**src/hdl/mptl_pkg.sv**
```systemverilog
// ============================================================================
// mptl_pkg: shared types and constants for the rod cutting core
// Field widths, register indexes, lookback selects and controller links.
// ============================================================================
`default_nettype none

package mptl_pkg;

  localparam int DEF_MAX_LEN = 1023;

  localparam int PIECE_W   = 10;
  localparam int LEN_W     = 10;
  localparam int OUT_W     = 10;
  localparam int CFG_IDX_W = 2;

  localparam logic [OUT_W-1:0] OUT_MAX = 10'd1023;

  // configuration register indexes
  localparam logic [CFG_IDX_W-1:0] REG_PIECE_A = 2'd0;
  localparam logic [CFG_IDX_W-1:0] REG_PIECE_B = 2'd1;
  localparam logic [CFG_IDX_W-1:0] REG_PIECE_C = 2'd2;

  // which piece length a lookback uses
  typedef enum logic [1:0] {
    SEL_A = 2'd0,
    SEL_B = 2'd1,
    SEL_C = 2'd2
  } piece_sel_t;

  typedef struct packed {
    logic       load;     // latch request, seed entry 0
    logic       issue;    // issue one lookback read
    piece_sel_t sel;
    logic       advance;  // move to next table entry
    logic       commit;   // fold last read, write pending entry
  } ctrl_cmd_t;

  typedef struct packed {
    logic direct;  // answer known at load (zero or oversize rod)
    logic last;    // current entry is the requested length
  } ctrl_sts_t;

endpackage

`default_nettype wire

```
**src/hdl/mptl_ctrl.sv**
```systemverilog
// ============================================================================
// mptl_ctrl: request sequencer
// Steps each table entry through three lookback reads, then reports.
// ============================================================================
`default_nettype none

module mptl_ctrl (
  input  wire                 clk,
  input  wire                 rst,
  input  wire                 start,
  input  mptl_pkg::ctrl_sts_t sts,
  output mptl_pkg::ctrl_cmd_t cmd,
  output logic                busy,
  output logic                done
);

  typedef enum logic [5:0] {
    ST_IDLE  = 6'b000001,
    ST_RD_A  = 6'b000010,
    ST_RD_B  = 6'b000100,
    ST_RD_C  = 6'b001000,
    ST_FINAL = 6'b010000,
    ST_DONE  = 6'b100000
  } state_t;

  state_t state;
  state_t state_next;

  always_ff @(posedge clk) begin
    if (rst) begin
      state <= ST_IDLE;
    end else begin
      state <= state_next;
    end
  end

  always_comb begin
    state_next  = state;
    cmd         = '0;
    cmd.sel     = mptl_pkg::SEL_A;
    case (state)
      ST_IDLE: begin
        if (start) begin
          cmd.load   = 1'b1;
          state_next = sts.direct ? ST_DONE : ST_RD_A;
        end
      end
      ST_RD_A: begin
        cmd.issue  = 1'b1;
        cmd.sel    = mptl_pkg::SEL_A;
        cmd.commit = 1'b1;
        state_next = ST_RD_B;
      end
      ST_RD_B: begin
        cmd.issue  = 1'b1;
        cmd.sel    = mptl_pkg::SEL_B;
        state_next = ST_RD_C;
      end
      ST_RD_C: begin
        cmd.issue   = 1'b1;
        cmd.sel     = mptl_pkg::SEL_C;
        cmd.advance = 1'b1;
        state_next  = sts.last ? ST_FINAL : ST_RD_A;
      end
      ST_FINAL: begin
        cmd.commit = 1'b1;
        state_next = ST_DONE;
      end
      ST_DONE: begin
        state_next = ST_IDLE;
      end
      default: begin
        state_next = ST_IDLE;
      end
    endcase
  end

  assign busy = (state != ST_IDLE);
  assign done = (state == ST_DONE);

endmodule

`default_nettype wire

```
**config.mk**
```make
export PLATFORM = sky130hd
export DESIGN_NAME = mptl_ctrl
export DESIGN_NICKNAME = d
export VERILOG_FILES = /design/src/hdl/mptl_pkg.sv /design/src/hdl/mptl_ctrl.sv
export SDC_FILE = /design/constraint.sdc
export NUM_CORES = 1
export LEC_CHECK = 0
export BUFFER_PORTS_ARGS = -buffer_cell sky130_fd_sc_hd__buf_2
export CORE_AREA = 2 2 39 41
export DETAILED_ROUTE_END_ITERATION = 16
export DIE_AREA = 0 0 41 43
export PLACE_DENSITY = 0.45
export SLEW_MARGIN = 0
export SYNTH_ARGS = -nofsm -noshare
export SYNTH_HDL_FRONTEND = slang
export SYNTH_SLANG_ARGS = --single-unit
```
**constraint.sdc**
```tcl
create_clock -name clk -period 4.19 [get_ports clk]
set_clock_uncertainty 0.2 [all_clocks]
set_input_delay 0.419 -clock clk [delete_from_list [all_inputs] [get_ports clk]]
set_output_delay 0.419 -clock clk [all_outputs]
set_load 0.02 [all_outputs]
```
# Yosys cells after proc, flatten, opt, wreduce, memory -nomap -nowiden
# Index checks and enable logic that the tools add are counted.
[totals]
reg_bits = 6
inputBits = 5
out_inout_bits = 8
wordCells = 19
[op_classes]
eq_ne = 8
n_mux = 9
reduce_logical = 1
[ops]
columns = ["cell", "count"]
rows = [
  ["$pmux 6 s5", 1],
  ["$mux 6", 2],
  ["$pmux 3 s3", 1],
  ["$eq 6x1->1 const B", 1],
  ["$eq 6x2->1 const B", 1],
  ["$eq 6x3->1 const B", 1],
  ["$eq 6x4->1 const B", 1],
  ["$eq 6x5->1 const B", 1],
  ["$eq 6x6->1 const B", 1],
  ["$ne 6x1->1 const B", 1],
  ["$mux 5", 1],
  ["$mux 1", 4],
  ["$ne 2x2->1 const B", 1],
  ["$reduce_or 2->1", 1],
]

# Logic depth before layout (Yosys ltp)
# Gate-level depths: netlist of run 1.
[logic_depth]
ltp_word = 3
mapped_depth = 4

# Worst setup path before layout of run 1
# Ideal clock, no wire load.
[synth_path]
kind = "flip-flop to output port"
startpoint = "register state[1]"
endpoint = "output cmd[3] in the netlist's numbering"
arrival_time_ps = 1562
path_slack_ps = 2009
path_stages_with_launch = 4
path_buffers = 1
cell_sequence = "dfxtp_1 or4_1 nor3b_2 buf_4"
[synth_rtl]
columns = ["item", "line_no", "text"]
rows = [
  ["from (decl)", "mptl_ctrl.sv:26", "state_t state;"],
  ["from (signal assigned)", "mptl_ctrl.sv:33", "state <= state_next;"],
  ["to (decl)", "mptl_ctrl.sv:12", "output mptl_pkg::ctrl_cmd_t cmd,"],
]

==> impl_results.md, run 1 <==
- Initial antenna violation count: 0
- Die X: between 40 and 50 um
- DRT Pass-1 Iters: 2
- Final worst slack: around 1900 ps
- Met3 usage: roughly 3.1%
- Post-CTS Setup Bufs: 0
- GR peak layer: met2
- Row Count: 14
- CTS root buffer: clkbuf_4
- Post-route insts no fill: ~70
- Grt ovf: 0
- Fraction of layout instances using a drive strength above 1: roughly two fifths
- Post-layout util: approximately 32%
- Mux cell area share after synthesis: roughly 3.2%
- Final ANT Viol Nets: 0
- GPL Wtd Cong: approximately 0.67
- Antenna diodes: 0
- Synth Area in Adders: 0%
- Hpwl dp: around 610 um
- Final Hold Fails: 0
- Status: completed
- Vias in the first global route: ~320
- Seq cells post-synth: 6
- Max reg flops: 6
- Min-delay src: rst
- Crit path DAT: approximately 1700 ps
- Starting Density: around a quarter
- Pleak: 0.224 nW
- Routing usage on met2: approximately 17%
- Final setup viols: 0
- Seq/Total Area, Yosys: 34.0%
- Tmin final: approximately 2300 ps
- Avg Inst Size Synth: 9.05 sq um
- Slew headroom: between 70 and 80%
- Worst Path Class, Setup: register to output port
- # clock sinks: 6
- Slew Limit Fails: 0
- CP cell instances: or4_1 -> nor3b_2 -> buf_2
- I/O pin count: 13
- Hold WC Path Type: input pin to register
- Reg with most FFs: state
- Worst Tran Pin Value: 372 ps
- Overall die area: ~1800 sq um
- Largest net degree at the start of global routing: 9
- Mapped Cells: 39
- Post-Syn Area: 353 sq um
- Final net count: 60
- Worst path max stage delay: ~570 ps
- Worst setup startpoint: state[1]$_SDFFE_PP0P_
- # hold bufs at CTS: 0
- Fmax: 0.428 GHz
- GRT met1 Usage: 14.6%
- Inst Count DP: 66
- Largest registers: state x6
- Port bufs: 12
- P&R area growth vs syn: 27.0%
- Cell with the largest stage delay on the worst path: or4_1
- WP data required: 3570 ps
- Unique masters post-synth: 29
- Post-Synth Simple-Gate Area: 40.1%
- Startpoint Class: register
- Post-synthesis xor/xnor area fraction: under 10%
- CTS-repair resized insts: 0
- Core box area: between 1000 and 1500 sq um
- Die H: between 40 and 50 um
- CTS Buf Count: 3
- Final period util: approximately 56%
- Pwr Density: between 300 and 400 nW/um^2
- Vias per cell: 4.78
- RSZ-0062 raised after global routing: false
- Max_cap viols: 0
- CTS tree: yes
- Vias: between 300 and 400
- Synth Area in Compound Gates: between 10 and 15%
- Post-Syn Nets: 44
- Max Root-Sink Buffers: 2
- Most frequent cells in the layout: 12 x buf_2, 6 x dfxtp_1, 4 x nor3_1
- Clock latency on the worst-skew pair: between 200 and 250 ps
- First-pass GRT wire length: around 1.3 mm
- H-tree depth: 1
- Setup tns final: 0 ps
- Commonest non-fill, non-tap cell in the layout: buf_2
- Reg2Reg Launch Point: state[1]$_SDFFE_PP0P_
- Pre-CTS setup slack: about 2100 ps
- Iter 0 DRT Violations: 1
- Routed WL: slightly below 800 um
- Syn. warnings: 0
- Wire per inst: 11.3 um
- All-Layer GR Usage: 11.4%
- Worst Path Max Fanout: 7
- Clk pin slew, worst setup/hold paths: 40 ps
- Peak VDD IR: approximately 0.12 mV
- CP Capture Type: output port
- Largest family of logic cells by synthesized area: simple AND/OR/NAND/NOR gates
- DRC violations left: 0
## cell usage after synthesis
| library cell | n | area (sq um) |
|---|---|---|
| dfxtp_1 | 6 | 120 |
| nor3_1 | 4 | 20.0 |
| inv_1 | 2 | 7.51 |
| nor2_1 | 2 | 7.51 |
| a21oi_1 | 1 | 5.00 |
| a2bb2oi_1 | 1 | 8.76 |
| and3_1 | 1 | 6.26 |
| buf_4 | 1 | 7.51 |
| mux2_2 | 1 | 11.3 |
| nand2_1 | 1 | 3.75 |
| nand2b_1 | 1 | 6.26 |
| nand3_1 | 1 | 5.00 |
| nor2b_1 | 1 | 6.26 |
| nor3_2 | 1 | 10.0 |
| nor3b_1 | 1 | 7.51 |
| nor3b_2 | 1 | 12.5 |
| nor4b_1 | 1 | 8.76 |
| o211a_1 | 1 | 10.0 |
| o21ai_0 | 1 | 5.00 |
| o21ba_2 | 1 | 10.0 |
| o32ai_1 | 1 | 8.76 |
| or2_2 | 1 | 6.26 |
| or2_4 | 1 | 8.76 |
| or2b_1 | 1 | 7.51 |
| or3_1 | 1 | 6.26 |
| or4_1 | 1 | 7.51 |
| or4_4 | 1 | 11.3 |
| xnor2_1 | 1 | 8.76 |
| xor2_1 | 1 | 8.76 |
## per-stage QoR
stage               total power, mW  area (sq um)  hold WS, ps
detailed placement            0.109           425          356
CTS                           0.165           448          209
global placement              0.110           425          359
global route                  0.172           448          227
floorplan                    0.0973           353          289
finish                        0.161           448          218
## where the power goes
part | total, mW | internal [mW] | switching, mW | leakage, nW
logic | 0.0423 | 0.0207 | 0.0215 | 0.161
clock network | 0.0527 | 0.0324 | 0.0203 | 0.0138
registers | 0.0659 | 0.0605 | 0.00542 | 0.0488
total | 0.161 | 0.114 | 0.0473 | 0.224
## cell families (layout without fill, tap and decap cells)
logic type,count (synthesis),in the layout
simple gates,21,21
compound gates,6,6
flops,6,6
buf+inv,3,17
xor+xnor,2,2
mux,1,1
## cell type report
class	count	area, sq um
Clock buffer	3	22.5
Fill cell	155	936
Inverter	2	7.51
Multi-Input combinational cell	30	218
Sequential cell	6	120
Tap cell	16	20.0
Timing Repair Buffer	12	60.1
## path summary, 6_finish.rpt
| kind | endpoint | cells after the start | slack, ps |
|---|---|---|---|
| worst min register to register | state[2]$_SDFFE_PP0P_ | 1 | 370 |
| worst min-delay path | state[3]$_SDFFE_PP0P_ | 2 | 220 |
| worst max-delay path | cmd[3] | 3 | 1860 |
| worst max register to register | state[1]$_SDFFE_PP0P_ | 4 | 2430 |
## critical path, delay by kind of cell, from the launching register on
kind / cells / cell delay [ps]
buf+inv: 1 / 220
flops: 1 / 360
simple gates: 2 / 890
## metal layers
| metal | wire length, um | up-vias |
|---|---|---|
| li1 | - | 169 |
| met3 | 24 | 2 |
| met5 | 0 | - |
| met4 | 14 | 0 |
| met1 | 353 | 153 |
| met2 | 384 | 6 |
(Power assumes the default switching activity.)
==> run 2, diff against run 1 <==
--- a/config.mk
+++ b/config.mk
@@ -9,7 +9,7 @@
 export CORE_AREA = 2 2 39 41
 export DETAILED_ROUTE_END_ITERATION = 16
 export DIE_AREA = 0 0 41 43
-export PLACE_DENSITY = 0.45
+export PLACE_DENSITY = 0.47
 export SLEW_MARGIN = 0
 export SYNTH_ARGS = -nofsm -noshare
 export SYNTH_HDL_FRONTEND = slang
==> constraint.sdc (replaced) <==
create_clock -name clk -period 1.95 [get_ports clk]
set_clock_uncertainty 0.2 [all_clocks]
set_input_delay 0.195 -clock clk [delete_from_list [all_inputs] [get_ports clk]]
set_output_delay 0.195 -clock clk [all_outputs]
set_load 0.02 [all_outputs]
==> run 2 against run 1 <==
Compared with the run above:
- non-clock buffer count rose by 7
- critical path type unchanged
- sequential power increased by 110%
- worst setup slack got worse by 1800 ps
- clock power rose by 110%
==> impl_results.md, run 2 (synthesis results as in run 1) <==
- Post-route insts no fill: 76 (was 69)
- Initial antenna violation count: 0 (unchanged)
- Worst Tran Pin Value: 357 ps (was 372 ps)
- WP data required: 1550 ps (was 3570 ps)
- All-Layer GR Usage: 12.8% (was 11.4%)
- Setup tns final: 0 ps (unchanged)
- Clock power frac: 30.3% (was 32.8%)
- Largest net degree at the start of global routing: 9 (unchanged)
- Reg with most FFs: state (unchanged)
- Worst Path Max Fanout: 3 (was 7)
- Hold WC Path Type: input pin to register (unchanged)
- Area after DPL: 448 sq um (was 425 sq um)
- Row Count: 14 (unchanged)
- Status: completed (unchanged)
- I/O pin count: 13 (unchanged)
- Routing usage on met2: 19.1% (was 16.6%)
- Comb power frac: 32.2% (was 26.3%)
- Vias: 361 (was 330)
- Pwr Density: 685 nW/um^2 (was 359 nW/um^2)
- Fin area: 543 sq um (was 448 sq um)
- Startpoint Class: register (unchanged)
- Largest registers: state x6 (unchanged)
- CTS root buffer: clkbuf_4 (unchanged)
- Peak VDD IR: 0.213 mV (was 0.117 mV)
- Switching fraction of total power: 29.8% (was 29.4%)
- Final worst slack: 8.43 ps (was 1860 ps)
- Grt ovf: 0 (unchanged)
- Core box area: 1380 sq um (unchanged)
- GR peak layer: met2 (unchanged)
- Final setup viols: 0 (unchanged)
- CTS Buf Count: 3 (unchanged)
- Final Hold Fails: 0 (unchanged)
- Pleak: 0.264 nW (was 0.224 nW)
- Vias in the first global route: 323 (was 319)
- Slew headroom: 76.1% (was 75.1%)
- DRT Pass-1 Iters: 2 (unchanged)
- Final ANT Viol Nets: 0 (unchanged)
- Final period util: between 90 and 100%
- Inst Count DP: 69 (was 66)
- Final net count: 67 (was 60)
- Wire per inst: 11.5 um (was 11.3 um)
- Slew Limit Fails: 0 (unchanged)
- CTS tree: yes (unchanged)
- Die H: 43 um (unchanged)
- DRC violations left: 0 (unchanged)
- Most frequent cells in the layout: 8 x buf_2, 8 x buf_4, 5 x dfxtp_1 (was 12 x buf_2, 6 x dfxtp_1, 4 x nor3_1)
- Hold Slack: 146 ps (was 218 ps)
- # clock sinks: 6 (unchanged)
- Crit path DAT: 1550 ps (was 1720 ps)
- Antenna diodes: 0 (unchanged)
- RSZ-0062 raised after global routing: true (was false)
- Die X: 41 um (unchanged)
- Fmax: 0.515 GHz
- Iter 0 DRT Violations: 3 (was 1)
- Vias per cell: 4.75 (was 4.78)
- Post-layout util: 39.2% (was 32.4%)
- Port bufs: 12 (unchanged)
- Clock latency on the worst-skew pair: 240 ps (about the same)
- GPL Wtd Cong: 0.598 (was 0.670)
- Cell Int Power: 0.261 mW (was 0.114 mW)
- First-pass GRT wire length: 1.47 mm (was 1.33 mm)
- CP Capture Type: output port (unchanged)
- Fraction of layout instances using a drive strength above 1: 51.7% (was 41.5%)
- Tmin final: 1940 ps
- GRT met1 Usage: 15.5% (was 14.6%)
- Hpwl dp: 650 um (was 611 um)
- Pwr Total: 0.372 mW (was 0.161 mW)
- P&R area growth vs syn: 53.9% (was 27.0%)
- Worst Path Class, Setup: register to output port (unchanged)
- Max_cap viols: 0 (unchanged)
- Max Root-Sink Buffers: 2 (unchanged)
- Pre-CTS setup slack: 178 ps (was 2080 ps)
- Met3 usage: 1.57% (was 3.14%)
- H-tree depth: 1 (unchanged)
- Switching Power: 0.111 mW (was 0.0473 mW)
- Routed WL: 872 um (was 778 um)
- Clk pin slew, worst setup/hold paths: 50 ps (was 40 ps)
- Overall die area: 1760 sq um (unchanged)
- Starting Density: 25.5% (unchanged)
- Sequential power share: 37.6% (was 41.0%)
- Max reg flops: 6 (unchanged)
-- run 2: metal layers --
metal  part of all wire (%)  vias to the layer above  wire, um
met2                     53                        6       459
met3                    2.3                        2        20
met5                      0                        -         0
met4                    1.9                        0        17
met1                     43                      169       374
li1                       -                      184         -
-- run 2: worst paths after layout --
check | startpoint | end | slack, ps | cells after the start
worst min register to register | state[5]$_SDFFE_PP0P_ | state[2]$_SDFFE_PP0P_ | 420 | 2
worst min-delay path | sts[1] | state[5]$_SDFFE_PP0P_ | 150 | 4
worst max-delay path | state[2]$_SDFFE_PP0P_ | cmd[5] | 8 | 4
worst max register to register | state[2]$_SDFFE_PP0P_ | state[0]$_SDFFE_PP1P_ | 170 | 4
-- run 2: power by group through the flow --
stage	sequential [mW]	clock, mW	combinational [mW]
2_1_floorplan	0.140	0	0.0690
3_3_place_gp	0.141	0	0.0995
3_5_place_dp	0.141	0	0.0975
4_1_cts	0.139	0.118	0.113
5_1_grt	0.141	0.127	0.131
6_report	0.140	0.113	0.120
-- run 2: cell type report --
cell class	count	area, sq um
Tap cell	16	20.0
Fill cell	138	841
Inverter	2	7.51
Multi-Input combinational cell	30	240
Sequential cell	6	121
Clock buffer	3	22.5
Timing Repair Buffer	19	131
-- run 2: worst max-delay path, cell delays in order, from the launching register on --
cell and delay, ps:
dfxtp_1 300, or4_4 540, or2_4 270, nor2_4 80, buf_6 110
-- run 2: repair_timing --
item,CTS,global route
endpoints found under the hold margin,3,0
endpoints found under the setup margin,4,4
buffers inserted,1,1
pin swaps,3,1
gates resized for setup,7,4
hold buffers,2,0
==> run 3, diff against run 2 <==
--- a/config.mk
+++ b/config.mk
@@ -9,7 +9,8 @@
 export CORE_AREA = 2 2 39 41
 export DETAILED_ROUTE_END_ITERATION = 16
 export DIE_AREA = 0 0 41 43
-export PLACE_DENSITY = 0.47
+export GPL_ROUTABILITY_DRIVEN = 1
+export PLACE_DENSITY = 0.45
 export SLEW_MARGIN = 0
 export SYNTH_ARGS = -nofsm -noshare
 export SYNTH_HDL_FRONTEND = slang
==> constraint.sdc (replaced) <==
create_clock -name clk -period 1.9 [get_ports clk]
set_clock_uncertainty 0.2 [all_clocks]
set_input_delay 0.19 -clock clk [delete_from_list [all_inputs] [get_ports clk]]
set_output_delay 0.19 -clock clk [all_outputs]
set_load 0.02 [all_outputs]
==> run 3 against run 2 <==
Compared with the run above:
- the flow now finishes with violations (setup timing)
- sequential share of layout area down 1.7 points
- sequential power about the same
- first-iteration DRC count increased by 67%
- largest power group is now combinational logic
- via count grew 2.5%
- clock-buffer cell count is the same
- total power grew 6.0%
- core utilization rose by 4.1 points
- global-route usage is 0.13 points higher
- flip-flop and latch count is the same
- worst setup slack worse by 55 ps
- wire length up 5.6%
- largest cell class unchanged
- die area did not move
==> impl_results.md, run 3 (synthesis results as in run 1) <==
- Status: complete, but fails checks (was completed)
- Failing checks: setup timing
- Starting Density: 25.5% (unchanged)
- Crit path DAT: 1560 ps (was 1550 ps)
- CTS Buf Count: 3 (unchanged)
- Commonest non-fill, non-tap cell in the layout: buf_4
- Vias: 370 (was 361)
- Worst setup startpoint: state[0]$_SDFFE_PP1P_ (was state[2]$_SDFFE_PP0P_)
- Worst Path Class, Setup: register to output port (unchanged)
- # clock sinks: 6 (unchanged)
- Most frequent cells in the layout: 12 x buf_4, 6 x buf_2, 4 x buf_6 (was 8 x buf_2, 8 x buf_4, 5 x dfxtp_1)
- Switching fraction of total power: 28.8% (was 29.8%)
- GRT met1 Usage: 16.6% (was 15.5%)
- Port bufs: 12 (unchanged)
- H-tree depth: 1 (unchanged)
- R2R Setup Slk: 60 ps (was 170 ps)
- Worst path max stage delay: 560 ps (was 540 ps)
- Slew Limit Fails: 0 (unchanged)
- Hold WC Path Type: input pin to register (unchanged)
- Final net count: 71 (was 67)
- R2R depth: 6 (was 4)
- Overall die area: 1760 sq um (unchanged)
- Vias per cell: 4.63 (was 4.75)
- I/O pin count: 13 (unchanged)
- Vias in the first global route: 377 (was 323)
- Fmax: ~0.51 GHz
- Final ANT Viol Nets: 0 (unchanged)
- Clk pin slew, worst setup/hold paths: 40 ps (was 50 ps)
- Cell with the largest stage delay on the worst path: or4_4 (unchanged)
- Slew headroom: 76.3% (was 76.1%)
- Tmin final: 1950 ps
- WP data required: 1510 ps (was 1550 ps)
- Startpoint Class: register (unchanged)
- Met3 usage: 3.14% (was 1.57%)
- Max Root-Sink Buffers: 2 (unchanged)
- Pwr Density: 658 nW/um^2 (was 685 nW/um^2)
- GPL Wtd Cong: 0.714 (was 0.598)
- Critical path capture point: cmd[1] (was cmd[5])
- Cell family with most CP delay: simple AND/OR/NAND/NOR gates (unchanged)
- CTS root buffer: clkbuf_4 (unchanged)
- All-Layer GR Usage: 12.9% (was 12.8%)
- CP cell instances: or4_4 -> nor3b_4 -> buf_6 (was or4_4 -> or2_4 -> nor2_4 -> buf_6)
- Iter 0 DRT Violations: 5 (was 3)
- Largest net degree at the start of global routing: 8 (was 9)
- Core box area: 1380 sq um (unchanged)
- Row Count: 14 (unchanged)
- Routing usage on met2: 20.3% (was 19.1%)
- Final Hold Fails: 0 (unchanged)
- Die H: 43 um (unchanged)
- Clock power frac: 28.3% (was 30.3%)
- Switching Power: 0.113 mW (was 0.111 mW)
- DRT Pass-1 Iters: 2 (unchanged)
- Worst Tran Pin Value: 354 ps (was 357 ps)
- Bufs and invs on worst path: 1 (unchanged)
- Critical path depth: 3 (was 4)
- Pre-CTS setup slack: 52.6 ps (was 178 ps)
- Clock latency on the worst-skew pair: 240 ps (about the same)
- Wire per inst: 11.5 um (about the same)
- Layout fillers: 138 (unchanged)
- CTS tree: yes (unchanged)
- Post-route insts no fill: 80 (was 76)
- Initial antenna violation count: 0 (unchanged)
- Die X: 41 um (unchanged)
- Final period util: 102%
- Max reg flops: 6 (unchanged)
- Hold depth: 2 (was 4)
- Register area: 124 sq um (was 121 sq um)
- Sequential power share: 35.4% (was 37.6%)
- Reg2Reg Launch Point: state[0]$_SDFFE_PP1P_ (was state[2]$_SDFFE_PP0P_)
- Largest registers: state x6 (unchanged)
- Multi-input logic area: 250 sq um (was 240 sq um)
- Pleak: 0.288 nW (was 0.264 nW)
- P&R area growth vs syn: 69.9% (was 53.9%)
- Inst Count DP: 71 (was 69)
- Comb power frac: 36.3% (was 32.2%)
- CP Capture Type: output port (unchanged)
- Final worst slack: -46.3 ps (was 8.43 ps)
- First-pass GRT wire length: 1.57 mm (was 1.47 mm)
- Max_cap viols: 0 (unchanged)
- Cell Int Power: 0.281 mW (was 0.261 mW)
- RSZ-0062 raised after global routing: true (unchanged)
- Grt ovf: 0 (unchanged)
- Antenna diodes: 0 (unchanged)
- GR peak layer: met2 (unchanged)
- RR Endpoint: state[1]$_SDFFE_PP0P_ (was state[0]$_SDFFE_PP1P_)
- Routed WL: 921 um (was 872 um)
- Reg with most FFs: state (unchanged)
- DRC violations left: 0 (unchanged)
- Final setup viols: 3 (was 0)
- Peak VDD IR: 0.393 mV (was 0.213 mV)
- Fraction of layout instances using a drive strength above 1: 62.5% (was 51.7%)
- Hpwl dp: 675 um (was 650 um)
- Worst Path Max Fanout: 3 (unchanged)
-- run 3: cell types whose count changed in the layout (fill, tap and decap cells not counted), sizes merged --
cell,before,now
buf,17,22
dlygate4sd3,2,1
-- run 3: layer usage --
layer / vias up / share of wire (%)
li1: 194 / -
met1: 172 / 42
met2: 4 / 56
met3: 0 / 2.0
met4: 0 / 0
met5: - / 0
-- run 3: layout make-up --
cell class / count / area share [%]
inverter: 2 / 1.25
multi-input combinational: 30 / 41.8
tap: 16 / 3.34
timing repair buffer: 23 / 29.2
sequential: 6 / 20.7
clock buffer: 3 / 3.76
-- run 3: worst min path at each step --
stage / from / to / slack (ps)
after detailed placement: rst / state[1]$_SDFFE_PP0P_ / 250
final: sts[0] / state[4]$_SDFFE_PP0P_ / 2
after global routing: sts[0] / state[4]$_SDFFE_PP0P_ / 20
after CTS: sts[0] / state[4]$_SDFFE_PP0P_ / 0.8
after global placement: sts[0] / state[4]$_SDFFE_PP0P_ / 250
after floorplan: rst / state[1]$_SDFFE_PP0P_ / 60
-- run 3: per-stage QoR --
| stage | util (%) | instance area (sq um) | total power [mW] | TNS, ps | hold slack (ps) |
|---|---|---|---|---|---|
| 2_1_floorplan | - | 353 | 0.215 | -82.4 | 59.7 |
| 3_3_place_gp | 33.5 | 463 | 0.251 | 0 | 248 |
| 3_5_place_dp | 33.5 | 463 | 0.249 | 0 | 247 |
| 4_1_cts | 40.3 | 558 | 0.379 | -183 | 0.831 |
| 5_1_grt | 43.3 | 599 | 0.420 | -363 | 20.9 |
| 6_report | 43.3 | 599 | 0.394 | -136 | 2.47 |
-- run 3: repair_timing --
| item | CTS | global route |
|---|---|---|
| pin swaps | 4 | 0 |
| setup endpoints to repair | 5 | 6 |
| hold buffers | 1 | 0 |
| hold endpoints to repair | 3 | 0 |
| gates resized for setup | 10 | 10 |
| setup buffers | 4 | 1 |
-- run 3: worst reg2reg max path: cells and delay by family (launching register included) --
kind	cells	cell delay (ps)
simple gates	3	940
flops	1	310
buf+inv	2	250
compound gates	1	60
-- run 3: power by group through the flow --
stage               combinational, mW  sequential, mW  clock, mW
floorplan                      0.0708           0.144          0
global placement                0.111           0.140          0
detailed placement              0.108           0.141          0
CTS                             0.124           0.139      0.117
global route                    0.155           0.141      0.124
finish                          0.143           0.139      0.112
